--- src/rtl/tcw_pkg.sv ---
// ----------------------------------------------------------------------------
// tcw_pkg
// Shared types and constants of the text console character writer: the
// controller state, the controller/datapath command and status groups, the
// control codes and the fixed field widths.
// ----------------------------------------------------------------------------
package tcw_pkg;

    localparam int CHAR_W = 8;
    localparam int ATTR_W = 8;
    localparam int ROW_W  = 8;
    localparam int OFF_W  = 15;

    localparam logic [CHAR_W-1:0] CH_TAB     = 8'h09;
    localparam logic [CHAR_W-1:0] CH_NEWLINE = 8'h0A;
    localparam logic [CHAR_W-1:0] CH_RETURN  = 8'h0D;
    localparam logic [CHAR_W-1:0] CH_SPACE   = 8'h20;

    localparam logic [ATTR_W-1:0] ATTR_RESET = 8'h0A;
    localparam logic [ROW_W-1:0]  ROW_MAX    = 8'hFF;

    typedef enum logic [0:0] {
        ST_IDLE,
        ST_OUT
    } t_state;

    // controller -> datapath
    typedef struct packed {
        logic load;   // take the character on the input and form its first result
        logic step;   // form the next space of a tab run
    } t_dp_cmd;

    // datapath -> controller
    typedef struct packed {
        logic last;   // the result now held is the final one of its character
    } t_dp_stat;

endpackage

--- src/rtl/tcw_datapath.sv ---
// ----------------------------------------------------------------------------
// tcw_datapath
// Cursor registers, tab phase and run counter, attribute register and the
// registered result beat. Row base (row * COLUMNS) is kept incrementally.
// ----------------------------------------------------------------------------
module tcw_datapath #(
    parameter int COLUMNS      = 80,
    parameter int VISIBLE_ROWS = 25,
    parameter int TAB_STOP     = 8
) (
    input  logic                        i_clk,
    input  logic                        i_rst_n,
    input  tcw_pkg::t_dp_cmd            i_cmd,
    output tcw_pkg::t_dp_stat           o_stat,
    input  logic [tcw_pkg::CHAR_W-1:0]  i_char_code,
    input  logic                        i_cfg_we,
    input  logic [tcw_pkg::ATTR_W-1:0]  i_cfg_attr,
    output logic                        o_cell_write,
    output logic [tcw_pkg::OFF_W-1:0]   o_cell_offset,
    output logic [tcw_pkg::CHAR_W-1:0]  o_cell_char,
    output logic [tcw_pkg::ATTR_W-1:0]  o_cell_attr,
    output logic                        o_on_screen,
    output logic [tcw_pkg::OFF_W-1:0]   o_cursor_offset,
    output logic                        o_last
);

    localparam int COL_W = $clog2(COLUMNS);
    localparam int PH_W  = (TAB_STOP > 1) ? $clog2(TAB_STOP) : 1;
    localparam int CNT_W = $clog2(TAB_STOP + 1);

    localparam logic [COL_W-1:0]          COL_LAST  = COL_W'(COLUMNS - 1);
    localparam logic [COL_W:0]            COL_LIMIT = (COL_W + 1)'(COLUMNS);
    localparam logic [PH_W-1:0]           PH_LAST   = PH_W'(TAB_STOP - 1);
    localparam logic [CNT_W-1:0]          TAB_CNT   = CNT_W'(TAB_STOP);
    localparam logic [tcw_pkg::ROW_W-1:0] VIS_ROWS  = tcw_pkg::ROW_W'(VISIBLE_ROWS);
    localparam logic [tcw_pkg::OFF_W-1:0] BASE_STEP = tcw_pkg::OFF_W'(COLUMNS);

    // cursor state
    logic [COL_W-1:0]          r_col,    n_col;
    logic [PH_W-1:0]           r_phase,  n_phase;
    logic [tcw_pkg::ROW_W-1:0] r_row,    n_row;
    logic [tcw_pkg::OFF_W-1:0] r_base,   n_base;
    logic [tcw_pkg::ATTR_W-1:0] r_attr;
    logic [PH_W-1:0]           r_remain, n_remain;
    logic                      r_last,   n_last;

    // result beat
    logic                       r_wr,    n_wr;
    logic [tcw_pkg::OFF_W-1:0]  r_off,   n_off;
    logic [tcw_pkg::CHAR_W-1:0] r_chr,   n_chr;
    logic [tcw_pkg::ATTR_W-1:0] r_oattr, n_oattr;
    logic                       r_vis,   n_vis;
    logic [tcw_pkg::OFF_W-1:0]  r_cur,   n_cur;

    // shared paths
    logic [tcw_pkg::ROW_W-1:0]  nr_row;
    logic [tcw_pkg::OFF_W-1:0]  nr_base;
    logic [COL_W-1:0]           put_col;
    logic [PH_W-1:0]            put_phase;
    logic [tcw_pkg::ROW_W-1:0]  put_row;
    logic [tcw_pkg::OFF_W-1:0]  put_base;
    logic [tcw_pkg::OFF_W-1:0]  put_off;
    logic                       put_vis;
    logic [CNT_W-1:0]           tab_cnt;
    logic [COL_W:0]             tab_stop;

    always_comb begin
        // next row, saturating
        nr_row  = r_row;
        nr_base = r_base;
        if (r_row != tcw_pkg::ROW_MAX) begin
            nr_row  = r_row + 1'b1;
            nr_base = r_base + BASE_STEP;
        end

        // write at the cursor, then advance
        put_off = r_base + tcw_pkg::OFF_W'(r_col);
        put_vis = (r_row < VIS_ROWS);
        if (r_col == COL_LAST) begin
            put_col   = '0;
            put_phase = '0;
            put_row   = nr_row;
            put_base  = nr_base;
        end else begin
            put_col   = r_col + 1'b1;
            put_phase = (r_phase == PH_LAST) ? '0 : r_phase + 1'b1;
            put_row   = r_row;
            put_base  = r_base;
        end

        tab_cnt  = TAB_CNT - CNT_W'(r_phase);
        tab_stop = {1'b0, r_col} + (COL_W + 1)'(tab_cnt);

        n_col    = r_col;
        n_phase  = r_phase;
        n_row    = r_row;
        n_base   = r_base;
        n_remain = r_remain;
        n_last   = r_last;
        n_wr     = r_wr;
        n_off    = r_off;
        n_chr    = r_chr;
        n_oattr  = r_oattr;
        n_vis    = r_vis;

        if (i_cmd.load) begin
            // non-writing results carry zero cell fields
            n_wr     = 1'b0;
            n_off    = '0;
            n_chr    = '0;
            n_oattr  = '0;
            n_vis    = 1'b0;
            n_remain = '0;
            n_last   = 1'b1;
            case (i_char_code)
                tcw_pkg::CH_NEWLINE: begin
                    n_col   = '0;
                    n_phase = '0;
                    n_row   = nr_row;
                    n_base  = nr_base;
                end
                tcw_pkg::CH_RETURN: begin
                    n_col   = '0;
                    n_phase = '0;
                end
                tcw_pkg::CH_TAB: begin
                    if (tab_stop >= COL_LIMIT) begin
                        n_col   = '0;
                        n_phase = '0;
                        n_row   = nr_row;
                        n_base  = nr_base;
                    end else begin
                        n_wr     = 1'b1;
                        n_off    = put_off;
                        n_chr    = tcw_pkg::CH_SPACE;
                        n_oattr  = r_attr;
                        n_vis    = put_vis;
                        n_col    = put_col;
                        n_phase  = put_phase;
                        n_row    = put_row;
                        n_base   = put_base;
                        n_remain = PH_W'(tab_cnt - 1'b1);
                        n_last   = (tab_cnt == CNT_W'(1));
                    end
                end
                default: begin
                    n_wr    = 1'b1;
                    n_off   = put_off;
                    n_chr   = i_char_code;
                    n_oattr = r_attr;
                    n_vis   = put_vis;
                    n_col   = put_col;
                    n_phase = put_phase;
                    n_row   = put_row;
                    n_base  = put_base;
                end
            endcase
        end else if (i_cmd.step) begin
            n_wr     = 1'b1;
            n_off    = put_off;
            n_chr    = tcw_pkg::CH_SPACE;
            n_oattr  = r_attr;
            n_vis    = put_vis;
            n_col    = put_col;
            n_phase  = put_phase;
            n_row    = put_row;
            n_base   = put_base;
            n_remain = r_remain - 1'b1;
            n_last   = (r_remain == PH_W'(1));
        end

        n_cur = n_base + tcw_pkg::OFF_W'(n_col);
    end

    always_ff @(posedge i_clk) begin
        if (!i_rst_n) begin
            r_col    <= '0;
            r_phase  <= '0;
            r_row    <= '0;
            r_base   <= '0;
            r_attr   <= tcw_pkg::ATTR_RESET;
            r_remain <= '0;
            r_last   <= 1'b1;
        end else begin
            r_col    <= n_col;
            r_phase  <= n_phase;
            r_row    <= n_row;
            r_base   <= n_base;
            r_remain <= n_remain;
            r_last   <= n_last;
            if (i_cfg_we) begin
                r_attr <= i_cfg_attr;
            end
        end
    end

    always_ff @(posedge i_clk) begin
        if (i_cmd.load || i_cmd.step) begin
            r_wr    <= n_wr;
            r_off   <= n_off;
            r_chr   <= n_chr;
            r_oattr <= n_oattr;
            r_vis   <= n_vis;
            r_cur   <= n_cur;
        end
    end

    assign o_stat.last     = r_last;
    assign o_cell_write    = r_wr;
    assign o_cell_offset   = r_off;
    assign o_cell_char     = r_chr;
    assign o_cell_attr     = r_oattr;
    assign o_on_screen     = r_vis;
    assign o_cursor_offset = r_cur;
    assign o_last          = r_last;

    a_col_range: assert property (@(posedge i_clk) disable iff (!i_rst_n)
        r_col <= COL_LAST)
        else $error("cursor column beyond last column");

    a_phase_match: assert property (@(posedge i_clk) disable iff (!i_rst_n)
        r_phase <= PH_LAST)
        else $error("tab phase out of range");

    a_base_match: assert property (@(posedge i_clk) disable iff (!i_rst_n)
        r_base == tcw_pkg::OFF_W'(r_row * COLUMNS))
        else $error("row base out of step with row");

    a_last_match: assert property (@(posedge i_clk) disable iff (!i_rst_n)
        r_last == (r_remain == '0))
        else $error("last flag disagrees with remaining tab spaces");

    a_step_run: assert property (@(posedge i_clk) disable iff (!i_rst_n)
        i_cmd.step |-> !r_last)
        else $error("tab step issued after final result");

endmodule

--- src/rtl/tcw_ctrl.sv ---
// ----------------------------------------------------------------------------
// tcw_ctrl
// Handshake controller: takes a character, holds each result beat until it
// is taken, steps through tab runs and takes the next character as the
// final beat leaves.
// ----------------------------------------------------------------------------
module tcw_ctrl (
    input  logic               i_clk,
    input  logic               i_rst_n,
    input  logic               i_char_valid,
    output logic               o_char_ready,
    output logic               o_cell_valid,
    input  logic               i_cell_ready,
    output tcw_pkg::t_dp_cmd   o_cmd,
    input  tcw_pkg::t_dp_stat  i_stat
);

    tcw_pkg::t_state r_state, n_state;

    always_ff @(posedge i_clk) begin
        if (!i_rst_n) begin
            r_state <= tcw_pkg::ST_IDLE;
        end else begin
            r_state <= n_state;
        end
    end

    always_comb begin
        n_state      = r_state;
        o_char_ready = 1'b0;
        o_cell_valid = 1'b0;
        o_cmd        = '0;
        case (r_state)
            tcw_pkg::ST_IDLE: begin
                o_char_ready = 1'b1;
                if (i_char_valid) begin
                    o_cmd.load = 1'b1;
                    n_state    = tcw_pkg::ST_OUT;
                end
            end
            tcw_pkg::ST_OUT: begin
                o_cell_valid = 1'b1;
                if (i_cell_ready) begin
                    if (!i_stat.last) begin
                        o_cmd.step = 1'b1;
                    end else begin
                        o_char_ready = 1'b1;
                        if (i_char_valid) begin
                            o_cmd.load = 1'b1;
                        end else begin
                            n_state = tcw_pkg::ST_IDLE;
                        end
                    end
                end
            end
            default: begin
                n_state = tcw_pkg::ST_IDLE;
            end
        endcase
    end

    a_cmd_excl: assert property (@(posedge i_clk) disable iff (!i_rst_n)
        !(o_cmd.load && o_cmd.step))
        else $error("load and step at once");

    a_step_taken: assert property (@(posedge i_clk) disable iff (!i_rst_n)
        o_cmd.step |-> (o_cell_valid && i_cell_ready && !o_char_ready))
        else $error("step without a taken beat");

    a_hold_beat: assert property (@(posedge i_clk) disable iff (!i_rst_n)
        (o_cell_valid && !i_cell_ready) |-> (o_cmd == '0))
        else $error("result beat changed while stalled");

endmodule

--- src/rtl/text_console_character_writer.sv ---
// ----------------------------------------------------------------------------
// text_console_character_writer
// Teletype output into a text-mode cell array: one character per input
// beat, cursor column and row kept inside, one result beat per cell write
// or cursor move.
// ----------------------------------------------------------------------------
//
//   channel   direction  handshake                    payload
//   -------   ---------  ---------------------------  ---------------------------
//   char      in         i_char_valid / o_char_ready  i_char_code
//   cell      out        o_cell_valid / i_cell_ready  o_cell_write, o_cell_offset,
//                                                     o_cell_char, o_cell_attr,
//                                                     o_on_screen, o_cursor_offset,
//                                                     o_last
//   cfg       in         i_cfg_valid / o_cfg_ready    i_cfg_text_attribute
//
// A character's first result beat is registered and shows in the cycle after it
// is taken; each further tab space of a tab run adds one more beat. The next
// character is taken in the cycle the final beat leaves, giving one printable
// character per cycle with no stall.
// Reset (synchronous, active low) puts the cursor at row 0, column 0 and the
// attribute at 0x0A. A stall on the cell side holds the current beat and
// blocks the char side until the final beat of the character is taken.
// ----------------------------------------------------------------------------
module text_console_character_writer #(
    parameter int COLUMNS      = 80,
    parameter int VISIBLE_ROWS = 25,
    parameter int TAB_STOP     = 8
) (
    input  logic                        i_clk,
    input  logic                        i_rst_n,
    // character input
    input  logic                        i_char_valid,
    output logic                        o_char_ready,
    input  logic [tcw_pkg::CHAR_W-1:0]  i_char_code,
    // cell result output
    output logic                        o_cell_valid,
    input  logic                        i_cell_ready,
    output logic                        o_cell_write,
    output logic [tcw_pkg::OFF_W-1:0]   o_cell_offset,
    output logic [tcw_pkg::CHAR_W-1:0]  o_cell_char,
    output logic [tcw_pkg::ATTR_W-1:0]  o_cell_attr,
    output logic                        o_on_screen,
    output logic [tcw_pkg::OFF_W-1:0]   o_cursor_offset,
    output logic                        o_last,
    // attribute register write
    input  logic                        i_cfg_valid,
    output logic                        o_cfg_ready,
    input  logic [tcw_pkg::ATTR_W-1:0]  i_cfg_text_attribute
);

    tcw_pkg::t_dp_cmd  w_cmd;
    tcw_pkg::t_dp_stat w_stat;

    // The attribute register accepts a beat in any cycle.
    assign o_cfg_ready = 1'b1;

    // Handshakes and sequencing of tab runs.
    tcw_ctrl u_ctrl (
        .i_clk        (i_clk),
        .i_rst_n      (i_rst_n),
        .i_char_valid (i_char_valid),
        .o_char_ready (o_char_ready),
        .o_cell_valid (o_cell_valid),
        .i_cell_ready (i_cell_ready),
        .o_cmd        (w_cmd),
        .i_stat       (w_stat)
    );

    // Cursor, attribute and the registered result beat.
    tcw_datapath #(
        .COLUMNS      (COLUMNS),
        .VISIBLE_ROWS (VISIBLE_ROWS),
        .TAB_STOP     (TAB_STOP)
    ) u_datapath (
        .i_clk           (i_clk),
        .i_rst_n         (i_rst_n),
        .i_cmd           (w_cmd),
        .o_stat          (w_stat),
        .i_char_code     (i_char_code),
        .i_cfg_we        (i_cfg_valid & o_cfg_ready),
        .i_cfg_attr      (i_cfg_text_attribute),
        .o_cell_write    (o_cell_write),
        .o_cell_offset   (o_cell_offset),
        .o_cell_char     (o_cell_char),
        .o_cell_attr     (o_cell_attr),
        .o_on_screen     (o_on_screen),
        .o_cursor_offset (o_cursor_offset),
        .o_last          (o_last)
    );

endmodule

--- config.mk ---
export PLATFORM = sky130hd
export DESIGN_NAME = text_console_character_writer
export DESIGN_NICKNAME = d
export VERILOG_FILES = /design/src/rtl/tcw_pkg.sv /design/src/rtl/tcw_datapath.sv /design/src/rtl/tcw_ctrl.sv /design/src/rtl/text_console_character_writer.sv
export SDC_FILE = /design/constraint.sdc
export NUM_CORES = 1
export LEC_CHECK = 0
export ABC_AREA = 1
export BUFFER_PORTS_ARGS = -buffer_cell sky130_fd_sc_hd__buf_4
export CORE_UTILIZATION = 34
export DETAILED_ROUTE_END_ITERATION = 10
export PLACE_DENSITY = 0.52
export SLEW_MARGIN = 25
export SYNTH_ARGS = -nofsm -noshare
export SYNTH_HDL_FRONTEND = slang
export SYNTH_HIERARCHICAL = 1
export SYNTH_SLANG_ARGS = --single-unit
--- constraint.sdc ---
create_clock -name i_clk -period 5.9 [get_ports i_clk]
set_input_delay 0.885 -clock i_clk [delete_from_list [all_inputs] [get_ports i_clk]]
set_output_delay 0.885 -clock i_clk [all_outputs]
set_load 0.1 [all_outputs]
# Yosys cells after proc, flatten, opt, wreduce, memory -nomap -nowiden
# Index checks and enable logic that the tools add are counted.
# word_totals
regBits,94
in_bits,21
output_inout_bits,52
elab_cells,105
# op_classes
n_addsub,10
order_cmp,2
n_eq_ne,9
n_mux,64
n_bitwise,1
n_reduce_logical,5
# ops
operator,n
two-way mux 15 bit,8
two-way mux 8 bit,10
case mux 15 bit (3 select lines),1
case mux 8 bit (2 select lines),2
adder 15 x 7 -> 15 bit,2
case mux 15 bit (2 select lines),1
two-way mux 7 bit,4
two-way mux 3 bit,9
equality test 8 x 4 -> 1 bit (second input constant),3
case mux 8 bit (3 select lines),1
two-way mux 1 bit,19
adder 15 x 7 -> 15 bit (second input constant),1
case mux 7 bit (2 select lines),1
case mux 1 bit (2 select lines),5
adder 7 x 4 -> 8 bit,1
adder 8 x 1 -> 8 bit (second input constant),1
>= comparator 8 x 7 -> 1 bit (second input constant),1
less-than comparator 8 x 5 -> 1 bit (second input constant),1
!= test 8 bit (second input constant),1
adder 7 x 1 -> 7 bit (second input constant),1
equality test 7 bit (second input constant),1
two-way mux 6 bit,1
case mux 3 bit (2 select lines),1
subtractor 3 x 1 -> 3 bit (second input constant),2
other kinds (12),13

# Depth between registers and ports, before layout
# Gate-level depths: netlist of run 1.
# logic_depth
depth_word,7
ltp_mapped,28
mapped_depth_nobuf,28

# Cells and area by module
# The synthesis of run 1 kept the hierarchy.
# modules_own_cells
module,instances,cells_each,area_each_um2,seq_area_each_um2
tcw_datapath,1,738,5607.9,2262.2
tcw_ctrl,1,9,61.3,20.0
text_console_character_writer,1,2,11.3,0.0

# Least setup slack after synthesis of run 1
# OpenSTA, ideal clock, no wires.
# synth_path
path_type,reg2reg
startpoint,register u_datapath.r_last (netlist: u_datapath/o_last)
endpoint,"register u_datapath.r_cur, in the netlist u_datapath/o_cursor_offset[10] (data pin)"
arrival_ns,4.957
required_time_ns,5.644
slack_ns,0.687
stages_incl_launch_ff,20
n_path_buf,2
synth_period_minus_slack_ns,5.213
path_cell_list,dfxtp_1 buf_4 nand2_2 a21oi_1 nor2_1 inv_1 clkbuf_1 o21ai_0 inv_1 nand2_1 inv_1 ha_1 inv_1 fa_1 o21ai_0 inv_1 nor2_4 nand2_1 o21ai_1 nand2_1
# synth_lines
element,line_no,rtl
start: declaration,tcw_datapath.sv:45,"logic r_last, n_last;"
start signal: assignment,tcw_datapath.sv:190,r_last <= n_last;
end signal: assignment,tcw_datapath.sv:204,r_cur <= n_cur;
end: declaration,tcw_datapath.sv:53,"logic [tcw_pkg::OFF_W-1:0] r_cur, n_cur;"

# Worst setup path in the final report of run 1
# layout_path
startpoint,register u_datapath.r_phase[0]
endpoint,"register u_datapath.r_cur, in the netlist u_datapath/o_cursor_offset[10] (data pin)"
# layout_via
elab_chain_cells,7
elab_cells_between_ends,10
# layout_lines
element,line_no,rtl
start: declaration,tcw_datapath.sv:40,"logic [PH_W-1:0] r_phase, n_phase;"
start signal: assignment,tcw_datapath.sv:186,r_phase <= n_phase;
subtractor 4 x 3 -> 4 bit *,tcw_datapath.sv:91,tab_cnt = TAB_CNT - CNT_W'(r_phase);
adder 7 x 4 -> 8 bit *,tcw_datapath.sv:92,"tab_stop = {1'b0, r_col} + (COL_W + 1)'(tab_cnt);"
>= comparator 8 x 7 -> 1 bit *,tcw_datapath.sv:127,if (tab_stop >= COL_LIMIT) begin
two-way mux 15 bit or two-way mux 7 bit (tied branches),tcw_datapath.sv:127,
case mux 15 bit (3 select lines) or case mux 7 bit (2 select lines) (tied branches),tcw_datapath.sv:115,case (i_char_code)
two-way mux 15 bit or two-way mux 7 bit (tied branches),tcw_datapath.sv:106,if (i_cmd.load) begin
adder 15 x 7 -> 15 bit *,tcw_datapath.sv:172,n_cur = n_base + tcw_pkg::OFF_W'(n_col);
"via u_datapath.n_cur, one bit",tcw_datapath.sv:53,
# The timed path passes the listed nets; every way through them passes the cells marked *.
# A chain may end at the register's enable or synchronous reset.

==> results of run 1 <==
routing by layer:
metal	up-vias	part of all wire	wire length (microns)	GRT usage
met4	0	0.022	327	0.0782
met2	138	0.45	6850	0.290
li1	2566	-	-	-
met1	2410	0.48	7280	0.236
met3	20	0.045	686	0.0274
met5	-	0	0	0
power by group through the flow:
stage / sequential (mW) / clock (mW) / combinational [mW]
after floorplan: 0.962 / 0 / 0.172
after global placement: 0.761 / 0 / 0.481
after detailed placement: 0.762 / 0 / 0.482
after CTS: 0.749 / 0.649 / 0.483
after global routing: 0.754 / 0.669 / 0.514
final: 0.749 / 0.631 / 0.481
sequential cells by signal, summed over array words and instances, names as in the netlist:
signal	cells
u_datapath/o_cell_offset	15
u_datapath/o_on_screen	1
u_datapath/o_cell_char	8
u_datapath/o_cell_attr	8
u_datapath/r_remain	3
u_datapath/o_last	1
u_datapath/r_phase	3
u_ctrl/r_state	1
u_datapath/r_attr	8
u_datapath/r_row	8
u_datapath/o_cell_write	1
u_datapath/r_base	11
u_datapath/o_cursor_offset	15
u_datapath/r_col	7
worst max-delay path by stage:
stage / from / endpoint
after CTS: u_datapath/r_phase[0]$_SDFFE_PN0P_ / u_datapath/o_cursor_offset[10]$_DFFE_PP_
final: u_datapath/r_phase[0]$_SDFFE_PN0P_ / u_datapath/o_cursor_offset[10]$_DFFE_PP_
after global placement: u_datapath/r_phase[0]$_SDFFE_PN0P_ / u_datapath/o_cursor_offset[10]$_DFFE_PP_
after detailed placement: u_datapath/r_phase[0]$_SDFFE_PN0P_ / u_datapath/o_cursor_offset[12]$_DFFE_PP_
after floorplan: u_datapath/o_last$_SDFFE_PN1P_ / u_datapath/o_cursor_offset[10]$_DFFE_PP_
after global routing: u_datapath/r_phase[0]$_SDFFE_PN0P_ / u_datapath/o_cursor_offset[10]$_DFFE_PP_
layout make-up:
cell class                 instances  area share
clock buffer                       9      0.0335
clock inverter                     7      0.0147
inverter                         133      0.0745
multi-input combinational        505       0.416
sequential                        90       0.339
tap                              216      0.0401
timing repair buffer              74      0.0825
cell families (layout without fill, tap and decap cells):
family,after synthesis,count (layout)
compound gates,129,129
xor+xnor,17,17
fa+ha+maj,23,23
buf+inv,154,223
flops,90,90
other cells,1,1
simple gates,335,335
per-stage QoR:
step	hold WS [ns]	setup slack, ns	util
3_3_place_gp	0.442	1.39	0.398
4_1_cts	0.470	1.21	0.418
2_1_floorplan	0.429	0.687	-
3_5_place_dp	0.453	1.25	0.398
6_report	0.464	1.25	0.418
5_1_grt	0.500	0.925	0.418
Yosys cell counts (all sizes together) (4+ instances only):
cell type  number
dfxtp          42
o21ai          67
nor2           72
o211ai          5
ha             20
xnor2           4
and2            7
xor2           13
nand2         174
a21oi          33
edfxtp         48
nand3          56
nor3            9
buf            10
clkbuf         11
inv           133
o22ai           8
a31oi           4
nand4          11
worst register-to-register path: stages (launching register included):
cell and delay, ns:
dfxtp_1 0.48, inv_1 0.12, ha_1 0.35, inv_1 0.10, fa_1 0.39, inv_1 0.11, nand3_1 0.10, o21ai_0 0.16
nand2_1 0.08, nand2_2 0.13, nand3_4 0.18, nand2_4 0.16, nor2_2 0.06, inv_4 0.27, nand2_2 0.14, inv_2 0.16
a22oi_2 0.10, fa_1 0.48, o21ai_0 0.28, inv_1 0.12, nor2_4 0.19, nand2_1 0.08, o21ai_1 0.12, nand2_1 0.05
==> impl_metrics.toml, run 1 <==
[synth]
synthAdderAreaFrac = 0.0546
synth_mux_area_frac = 0
synth.avg_cell_area_sq_um = 7.58
ys_warn_count = 6
synthSimpleGateAreaFrac = 0.279
ys_top_cells_by_area = "edfxtp_1 25%, dfxtp_1 15%, nand2_1 10%"
ys_dominant_reg_cell = "edfxtp_1"
synth_area_sq_um = 5680
synth_nets = 793
syn_inst = 749
synth_top_cell_by_area = "edfxtp_1"
seq_area_frac_synth = 0.402
synth_top_family_by_area = "simple AND/OR/NAND/NOR gates"
synth-edff-count = 48
ys_types = 48
synth_top_cell_area_share = 0.254
synth-compound-area-share = 0.132
ys_ff_latch = 90
synthArstFlopShare = 0
synth_xor_area_frac = 0.0262

[setup_path]
critPathMaxStageDelay_ns = 0.48
crit_slowest_cell = "dfxtp_1"
path_buf_inv = 6
rr_worst_depth = 23
start_kind = "register"
path_cells = "inv_1 > ha_1 > inv_1 > fa_1 > inv_1 > nand3_1 > o21ai_0 > nand2_1 > nand2_2 > nand3_4 > nand2_4 > nor2_2 > inv_4 > nand2_2 > inv_2 > a22oi_2 > fa_1 > o21ai_0 > inv_1 > nor2_4 > nand2_1 > o21ai_1 > nand2_1"
rrSetupSlack_ns = 1.25
cp.required_ns = 6.01
cp.depth = 23
path_max_fanout = 27
crit_top_cell = "inv_1"
endpoint_kind = "register"
crit_type = "reg -> reg"
cp.arrival_ns = 4.76
r2r_start = "u_datapath/r_phase[0]$_SDFFE_PN0P_"
path_delay_family = "adder cells"
worstReg2RegEnd = "u_datapath/o_cursor_offset[10]$_DFFE_PP_"

[placement]
dpl_cell_area_sq_um = 6410
dp_hpwl_microns = 11000
portBuffers = 71
numPlacedInstances = 1018
finalWeightedCongestion = 0.887

[cts]
cts_hold_buf = 0
post_cts_buffers = 0
cts_resized = 0
cts.sinks = 90
root_buffer = "clkbuf_16"
numCtsBuffers = 9
cts_max_path_buffers = 2
path_clk_slew_ns = 0.07
h-tree-depth = 3
cts_tree = "built"
insertion_delay_ns = 0.35

[sta]
rsz0062_at_grt = "false"
hold_viol = 0
relSlewSlack = 0.444
setup_violations = 0
fin_skew_ns = 0.00489
layout_worst_path_cycle_share = 0.789
final_max_slew_viol_count = 0
period_needed_ns = 4.65
setup_tns_ns = 0
fmax_mhz = 215
tightestPinTransition_ns = 0.832

[pwr]
p_total_mw = 1.86
clock_power_share = 0.339
irDropWorstVdd_uv = 136
p_leak_nw = 3.17
p_comb_frac = 0.259
switchingPower_uw = 660
p_int_mw = 1.20
power.density_nw_per_um2 = 276
switching_share = 0.355
seqPwrFrac = 0.403

[die]
start_util = 0.352
coreArea_sq_um = 16100
rows = 46
die_h_microns = 131
pin_count = 73
die_w_microns = 131
fp.dieArea_sq_um = 17200

[hold_path]
min_path_type = "reg -> reg"
hold-path-cell-count = 2
min_to = "u_datapath/r_attr[1]$_SDFFE_PN1P_"
min_from = "u_datapath/r_attr[1]$_SDFFE_PN1P_"

[grt]
grt-ovfl-total = 0
grt.total_usage = 0.179
antenna_found_initial = 0
grt_pass1_wl_microns = 24600
grt_start_max_net_pins = 37
grt_pass1_vias = 4906

[finish]
fin_area_sq_um = 6730
final_cell_mix = "157 x nand2_1, 118 x inv_1, 74 x buf_4"
fillers = 1663
layout.cells.non_filler = 1034
seq_area_sq_um = 2280
final_common_cell = "nand2_1"
diodes = 0
area_growth_pct = 18.5
nets = 857
multi_input_area_sq_um = 2800
drive_gt1_frac = 0.192

[detailed_routing]
drt-initial-drc-count = 270
wire_per_inst_microns = 14.6
via_per_inst = 4.97
drt_wl_total_microns = 15100
vias = 5134
route.detailed.drc = 0
firstDrtPassIters = 5
drtAntennaViolNets = 0

[run_status]
status = "finished, final reports clean"

[job]
cap_viol_max_count = 0
Power figures use the tool's default switching activity.
==> inputs of run 2 (changes only) <==
PLACE_DENSITY = 0.53   (was 0.52)
clock period = 4 ns   (was 5.9 ns; I/O delays follow)
==> impl_metrics.toml, run 2 (synthesis gave the netlist of run 1 again) <==
[pwr]
p_int_mw = 1.73
switching_share = 0.367
switchingPower_mw = 1.00
irDropWorstVdd_uv = 203
power.density_nw_per_um2 = 395
clock_power_share = 0.327
p_comb_frac = 0.269
p_leak_nw = 3.28
seqPwrFrac = 0.404

[setup_path]
path_delay_family = "simple AND/OR/NAND/NOR gates"
r2r_start = "u_datapath/r_phase[0]$_SDFFE_PN0P_"
rr_worst_depth = 24
crit_type = "reg -> reg"
rrSetupSlack_ns = 0.27
critPathMaxStageDelay_ns = 0.36
path_buf_inv = 6
path_cells = "inv_1 > ha_4 > inv_1 > fa_2 > inv_2 > nand3_1 > o21ai_1 > nand2_1 > nand2_4 > buf_12 > nand3_2 > nand2_2 > inv_2 > nand2_1 > o211ai_1 > nand2_1 > inv_1 > ha_1 > nand3_1 > and2_1 > nor2_2 > nand2_2 > o21bai_1 > nand2_1"
cp.arrival_ns = 3.85
worstReg2RegEnd = "u_datapath/o_cursor_offset[13]$_DFFE_PP_"
crit_slowest_cell = "fa_2"
cp.required_ns = 4.12
path_max_fanout = 8
crit_top_cell = "nand2_1"
start_kind = "register"
endpoint_kind = "register"

[die]
die_w_microns = 131
rows = 46
fp.dieArea_sq_um = 17200
pin_count = 73
start_util = 0.352
die_h_microns = 131
coreArea_sq_um = 16100

[sta]
setup_violations = 0
final_max_slew_viol_count = 0
period_needed_ns = 3.73
layout_worst_path_cycle_share = 0.933
fin_skew_ns = 0.00715
tightestPinTransition_ns = 0.687
setup_tns_ns = 0
relSlewSlack = 0.542
hold_viol = 0
fmax_mhz = 268

[detailed_routing]
via_per_inst = 4.97
wire_per_inst_microns = 14.8
drtAntennaViolNets = 0
vias = 5240
firstDrtPassIters = 5
drt-initial-drc-count = 435
route.detailed.drc = 0
drt_wl_total_microns = 15500

[cts]
insertion_delay_ns = 0.36
cts.sinks = 90
root_buffer = "clkbuf_16"
h-tree-depth = 3
path_clk_slew_ns = 0.07
cts_tree = "built"
cts_max_path_buffers = 2
numCtsBuffers = 9

[job]
cap_viol_max_count = 0

[hold_path]
hold-path-cell-count = 2
min_to = "u_datapath/r_attr[3]$_SDFFE_PN1P_"
min_from = "u_datapath/r_attr[3]$_SDFFE_PN1P_"
min_path_type = "reg -> reg"

[finish]
nets = 877
area_growth_pct = 21.9
diodes = 0
drive_gt1_frac = 0.223
final_common_cell = "nand2_1"
final_cell_mix = "156 x nand2_1, 117 x inv_1, 93 x buf_4"
postLayoutCoreUtil = 0.430
fillers = 1647

[run_status]
status = "finished, final reports clean"

[grt]
grt-ovfl-total = 0
grt_start_max_net_pins = 35
grt.total_usage = 0.182
grt_pass1_wl_microns = 24700
grt_pass1_vias = 4894
antenna_found_initial = 0

[placement]
portBuffers = 71
dp_hpwl_microns = 11300
finalWeightedCongestion = 0.897
## run 2: final cells by class
class | count | area [sq um] | area share
well taps | 216 | 270 | 0.0390
multi-input cells | 505 | 2840 | 0.410
clock inverters | 7 | 85.1 | 0.0123
inverters | 133 | 502 | 0.0725
clock buffers | 9 | 225 | 0.0325
flip-flops and latches | 90 | 2290 | 0.330
repair buffers | 94 | 718 | 0.104
## run 2: metal layers
metal | vias to the layer above | global-route usage | part of all wire
li1 | 2600 | - | -
met3 | 28 | 0.0378 | 0.056
met2 | 182 | 0.277 | 0.43
met1 | 2430 | 0.253 | 0.49
met5 | - | 0 | 0
met4 | 0 | 0.0698 | 0.023
## run 2: how the worst max path moves through the flow
stage	start	endpoint	slack, ns	cells past startpoint
2_1_floorplan	u_ctrl/r_state$_SDFF_PN0_	u_datapath/o_cursor_offset[10]$_DFFE_PP_	0.19	16
3_5_place_dp	u_datapath/r_phase[1]$_SDFFE_PN0P_	u_datapath/o_cursor_offset[10]$_DFFE_PP_	0.02	26
5_1_grt	u_datapath/r_phase[0]$_SDFFE_PN0P_	u_datapath/o_cursor_offset[10]$_DFFE_PP_	-0.04	26
3_3_place_gp	u_datapath/r_phase[1]$_SDFFE_PN0P_	u_datapath/o_cursor_offset[12]$_DFFE_PP_	0.10	25
4_1_cts	u_datapath/r_phase[1]$_SDFFE_PN0P_	u_datapath/o_cursor_offset[10]$_DFFE_PP_	0.02	26
6_report	u_datapath/r_phase[0]$_SDFFE_PN0P_	u_datapath/o_cursor_offset[13]$_DFFE_PP_	0.27	24
## run 2: power groups by stage
stage / logic, mW / registers (mW) / clock network, mW
after floorplan: 0.254 / 1.42 / 0
after global placement: 0.721 / 1.12 / 0
after detailed placement: 0.725 / 1.12 / 0
after CTS: 0.728 / 1.10 / 0.917
after global routing: 0.788 / 1.11 / 0.953
final: 0.736 / 1.10 / 0.893
## run 2: repair_timing
| item | CTS | global route |
|---|---|---|
| hold buffers | 0 | 0 |
| endpoints found under the setup margin | 2 | 7 |
| pin swaps | 1 | 8 |
| resized for setup | 0 | 14 |
| setup buffers | 1 | 6 |
## run 2: stage by stage
stage / hold WS, ns / cell area [sq um] / total power [mW] / std cells / setup slack (ns)
after floorplan: 0.429 / 5690 / 1.67 / 749 / 0.186
after global placement: 0.439 / 6510 / 1.84 / 1031 / 0.103
after detailed placement: 0.444 / 6510 / 1.85 / 1031 / 0.0154
after CTS: 0.462 / 6820 / 2.75 / 1048 / 0.0216
after global routing: 0.469 / 6920 / 2.85 / 1054 / -0.0413
final: 0.461 / 6920 / 2.73 / 1054 / 0.268
## run 2: tightest hold or removal path, stage by stage (launching register included)
cell     delay [ns]
dfxtp_1        0.33
nand2_1        0.05
nand3_1        0.05
